[src/sv/wmrq_pkg.sv]
package wmrq_pkg;

    localparam int MAX_ELEMENTS = 1024;
    localparam int VALUE_BITS   = 16;
    localparam int POS_W        = $clog2(MAX_ELEMENTS);
    localparam int IDX_W        = POS_W + 1;
    localparam int LVL_W        = $clog2(VALUE_BITS);
    localparam int FIFO_DEPTH   = 2;

    localparam logic [2:0] OP_LOAD   = 3'd0;
    localparam logic [2:0] OP_EQUAL  = 3'd1;
    localparam logic [2:0] OP_LESS   = 3'd2;
    localparam logic [2:0] OP_RANGE  = 3'd3;
    localparam logic [2:0] OP_KTH    = 3'd4;
    localparam logic [2:0] OP_SELECT = 3'd5;

    localparam logic [1:0] ST_OK      = 2'd0;
    localparam logic [1:0] ST_RANGE   = 2'd1;
    localparam logic [1:0] ST_UNBUILT = 2'd2;

    typedef struct packed {
        logic [2:0]  op;
        logic [15:0] value;
        logic [16:0] upper_value;
        logic [10:0] left;
        logic [10:0] right;
        logic [9:0]  k_index;
        logic        last;
    } t_in_item;

    typedef struct packed {
        logic [15:0] answer;
        logic [1:0]  status;
    } t_out_item;

endpackage

[src/sv/wmrq_front.sv]
module wmrq_front (
    input  logic               i_clk,
    input  logic               i_rst_n,
    input  logic               i_in_valid,
    output logic               o_in_stall,
    input  wmrq_pkg::t_in_item i_in_item,
    output logic               o_cmd_valid,
    output wmrq_pkg::t_in_item o_cmd,
    input  logic               i_cmd_pop
);
    import wmrq_pkg::*;

    localparam int PTR_W = $clog2(FIFO_DEPTH);

    t_in_item               r_q [FIFO_DEPTH];
    logic [PTR_W-1:0]       r_wp;
    logic [PTR_W-1:0]       r_rp;
    logic [PTR_W:0]         r_fill;
    logic                   w_push;
    logic                   w_pop;

    assign o_in_stall  = (r_fill == (PTR_W+1)'(FIFO_DEPTH));
    assign o_cmd_valid = (r_fill != '0);
    assign o_cmd       = r_q[r_rp];
    // drop unknown opcodes here; they never produce a result
    assign w_push = i_in_valid && !o_in_stall && (i_in_item.op <= OP_SELECT);
    assign w_pop  = i_cmd_pop && o_cmd_valid;

    always_ff @(posedge i_clk) begin
        if (w_push) begin
            r_q[r_wp] <= i_in_item;
        end
        if (!i_rst_n) begin
            r_wp   <= '0;
            r_rp   <= '0;
            r_fill <= '0;
        end else begin
            if (w_push) begin
                r_wp <= r_wp + 1'b1;
            end
            if (w_pop) begin
                r_rp <= r_rp + 1'b1;
            end
            r_fill <= r_fill + (PTR_W+1)'(w_push) - (PTR_W+1)'(w_pop);
        end
    end

endmodule

[config.mk]
export PLATFORM = sky130hd
export DESIGN_NAME = wmrq_front
export DESIGN_NICKNAME = d
export VERILOG_FILES = /design/src/sv/wmrq_pkg.sv /design/src/sv/wmrq_front.sv
export SDC_FILE = /design/constraint.sdc
export NUM_CORES = 1
export LEC_CHECK = 0
export BUFFER_PORTS_ARGS = -buffer_cell sky130_fd_sc_hd__buf_2
export CORE_MARGIN = 8
export CORE_UTILIZATION = 55
export CTS_CLUSTER_DIAMETER = 200
export DETAILED_ROUTE_END_ITERATION = 6
export GPL_ROUTABILITY_DRIVEN = 1
export MAX_ROUTING_LAYER = met4
export PLACE_DENSITY = 0.81
export SLEW_MARGIN = 20
export SYNTH_ARGS = -nofsm -noshare
export SYNTH_HDL_FRONTEND = slang
export SYNTH_SLANG_ARGS = --single-unit
[constraint.sdc]
create_clock -name i_clk -period 7.98 [get_ports i_clk]
set_input_delay 1.197 -clock i_clk [delete_from_list [all_inputs] [get_ports i_clk]]
set_output_delay 1.197 -clock i_clk [all_outputs]
set_load 0.05 [all_outputs]
==> out/metrics.csv <==
metric,value,unit
status,"finished, final reports clean",
synth_seq_area_share,0.805,
cpPeakStageDelay,980,ps
postSynthAreaPerCell,21.9,um2
rrSetupSlack,5600,ps
synthAdderAreaFrac,0.00474,
critPathTopFamily,flip-flops,
vias_per_cell,4.98,
critPathRequiredTime,6780,ps
final_cells,539,
finClkSkew,6.85,ps
yosys_warnings,0,
hold_class,reg -> reg,
clk_pin_slew,60,ps
clock_sinks,143,
finalHoldViolCount,0,
synthTopCellsByCount,"edfxtp_1, mux2_2, mux2_4",
finalSetupViolations,0,
syn_nets,316,
r2r_start,r_fill[1]$_SDFF_PN0_,
cp_cell_sequence,"mux2_2, buf_2",
worst_pin_slew,955,ps
yosysUniqueCellTypes,18,
vias,2686,
switchingPower,0.000878,W
slew_headroom,0.364,
floorplan.initialDensity,0.568,
die_w,114,um
synth.most_common_cell,edfxtp_1,
post-route-min-period,3370,ps
rsz0062_at_grt,no,
nets,472,
synth_compound_area_frac,0.00142,
dieArea,0.0130,mm2
path_class,reg -> out,
postCtsResizedCells,0,
cts_tree,yes,
grt_pass1_vias,3006,
synth-simple-area-share,0.0145,
crit_path_start_kind,flip-flop,
pwr-share-clk,0.314,
die_h,114,um
hpwl,6700,um
clock_path_buffers,2,
synth-xor-area-share,0.00498,
drc,0,
area_growth,27.6,%
drt_pass1_iterations,4,
hold_end,r_wp$_SDFFE_PN0P_,
ant_nets,0,
cts_made_buffers,17,
h-tree-depth,4,
synthMuxAreaShare,0.156,
power_frac_comb,0.294,
io_buffers,143,
cts_setup_buffers,0,
dp.cells,507,
grt_max_degree,70,
routed_wl,9880,um
antenna_found_initial,1,
rr_worst_depth,4,
gp_congestion,0.712,
holdBufCountCts,0,
gr-total-overflow,0,
dominantRegCellSynth,edfxtp_1,
fin_crit_sh,0.422,
ys_ff_latch,143,
seq_power_share,0.392,
p_per_area,376,mW/mm2
synth_top_area_share,0.786,
drt_iter0_drc,133,
setup-tns-final,0,ps
end_kind,output pin,
clock_latency,500,ps
fp-row-count,35,
crit_cells,2,
yosys.area.top_type,edfxtp_1,
intPower,0.00165,W
worstHoldStart,r_wp$_SDFFE_PN0P_,
pin_count,144,
syn_inst,241,
syn_area,0.00527,mm2
crit_arrival,2170,ps
hold_slack,517,ps
synth_edf_count,138,
final-max-slew-violation-count,0,
hold_depth,2,
cts_root_buf,clkbuf_8,
synth_top_family_by_area,multiplexers,
grt_pass1_wl,14800,um
cp_num_buf_inv,1,
coreArea,0.00928,mm2
crit_path_top_delay_cell,dfxtp_4,
post_drt_wl_per_cell,18.3,um
power_leakage,2.54,nW
cp_max_fo,69,
drive_gt1_frac,0.609,
r2r-end,r_q[1][24]$_DFFE_PP_,
synthArstFlopShare,0,
fmax,0.297,GHz
maxCapViolations,0,
ir_drop,249,uV
grtUsageTotal,0.157,
p_sw_frac,0.347,
synth.area.top_cells,"edfxtp_1, mux2_2, mux2_4",
-- placed cells by master, fill, tap and decap left out --
master      Yosys  layout
nand2_1         3       3
dfxtp_1         5       4
clkinvlp_4      0       5
mux2_2         59      59
nand3b_4        1       1
clkbuf_8        0       1
nor2_4          0       2
clkinv_1        0       1
mux2_4         10      10
edfxtp_1      138     138
buf_4           0       2
bufinv_16       0       4
inv_6           0       1
ha_1            2       2
or2_2           1       1
diode_2         0       1
dfxtp_4         0       1
clkinv_4        0       2
xnor2_1         3       3
nor2b_1         3       3
mux2i_1         1       1
clkinv_2        0       1
and2_1          2       2
clkbuf_16       0      16
buf_2           5     143
inv_1           2       2
o21a_1          1       1
-- registers in the layout, summed over array words and instances, names as in the netlist, named ones only --
register and cells:
r_q 138, r_fill 2, r_rp 1, r_wp 1
-- worst max-delay path by stage --
stage / startpoint / end / slack [ps]
after floorplan: i_in_item[68] / r_q[0][0]$_DFFE_PP_ / 3200
after global placement: i_in_item[68] / r_q[1][67]$_DFFE_PP_ / 4740
after detailed placement: i_in_item[68] / r_q[1][4]$_DFFE_PP_ / 4680
after CTS: flip-flop / o_cmd[33] / 4570
after global routing: flip-flop / o_cmd[40] / 4510
final: flip-flop / o_cmd[1] / 4610
-- worst reg2reg max path: cells and delay by family (launching register included) --
kind          cells  cell delay [ps]
buf+inv           1              570
flops             1              340
simple gates      3             1080
-- power groups by stage --
stage                     Combinational (W)  Sequential (W)  Clock, W
final                              0.000743        0.000992  0.000795
after detailed placement           0.000749         0.00101         0
after global placement             0.000744         0.00100         0
after floorplan                    0.000641        0.000961         0
after CTS                          0.000751        0.000995  0.000806
after global routing               0.000775         0.00100  0.000836
-- routing by layer --
layer | global-route usage | up-vias | share of wire
met5 | - | - | 0
met4 | 0.0736 | 0 | 0.013
met3 | 0.0523 | 12 | 0.058
met2 | 0.245 | 99 | 0.50
met1 | 0.181 | 1320 | 0.43
li1 | - | 1255 | -
-- cells by family (layout without fill, tap and decap cells) --
kind of cell / count (synthesis) / in the layout
other: 0 / 1
buffers and inverters: 10 / 178
xor gates and xnor gates: 3 / 3
DFF: 143 / 143
and+or+nand+nor: 12 / 12
adders and majority gates: 2 / 2
AOI/OAI and AO/OA: 1 / 1
muxes: 70 / 70
-- final cells by class --
type | instances | area (um2)
repair buffers | 145 | 731
clock buffers | 17 | 414
multi-input cells | 88 | 975
flip-flops and latches | 143 | 4250
inverters | 2 | 7.51
diodes | 1 | 2.50
clock inverters | 14 | 193
fillers | 598 | 2550
well taps | 129 | 161
-- per-stage QoR --
stage          power [W]  utilization  area, um2  setup slack, ps
6_report         0.00253        0.725       6730             4610
5_1_grt          0.00261        0.725       6730             4510
4_1_cts          0.00255        0.725       6730             4570
3_5_place_dp     0.00176        0.659       6120             4680
3_3_place_gp     0.00175        0.659       6120             4740
2_1_floorplan    0.00160            -       5270             3200
Note: power is estimated with default switching activity, not from simulation.
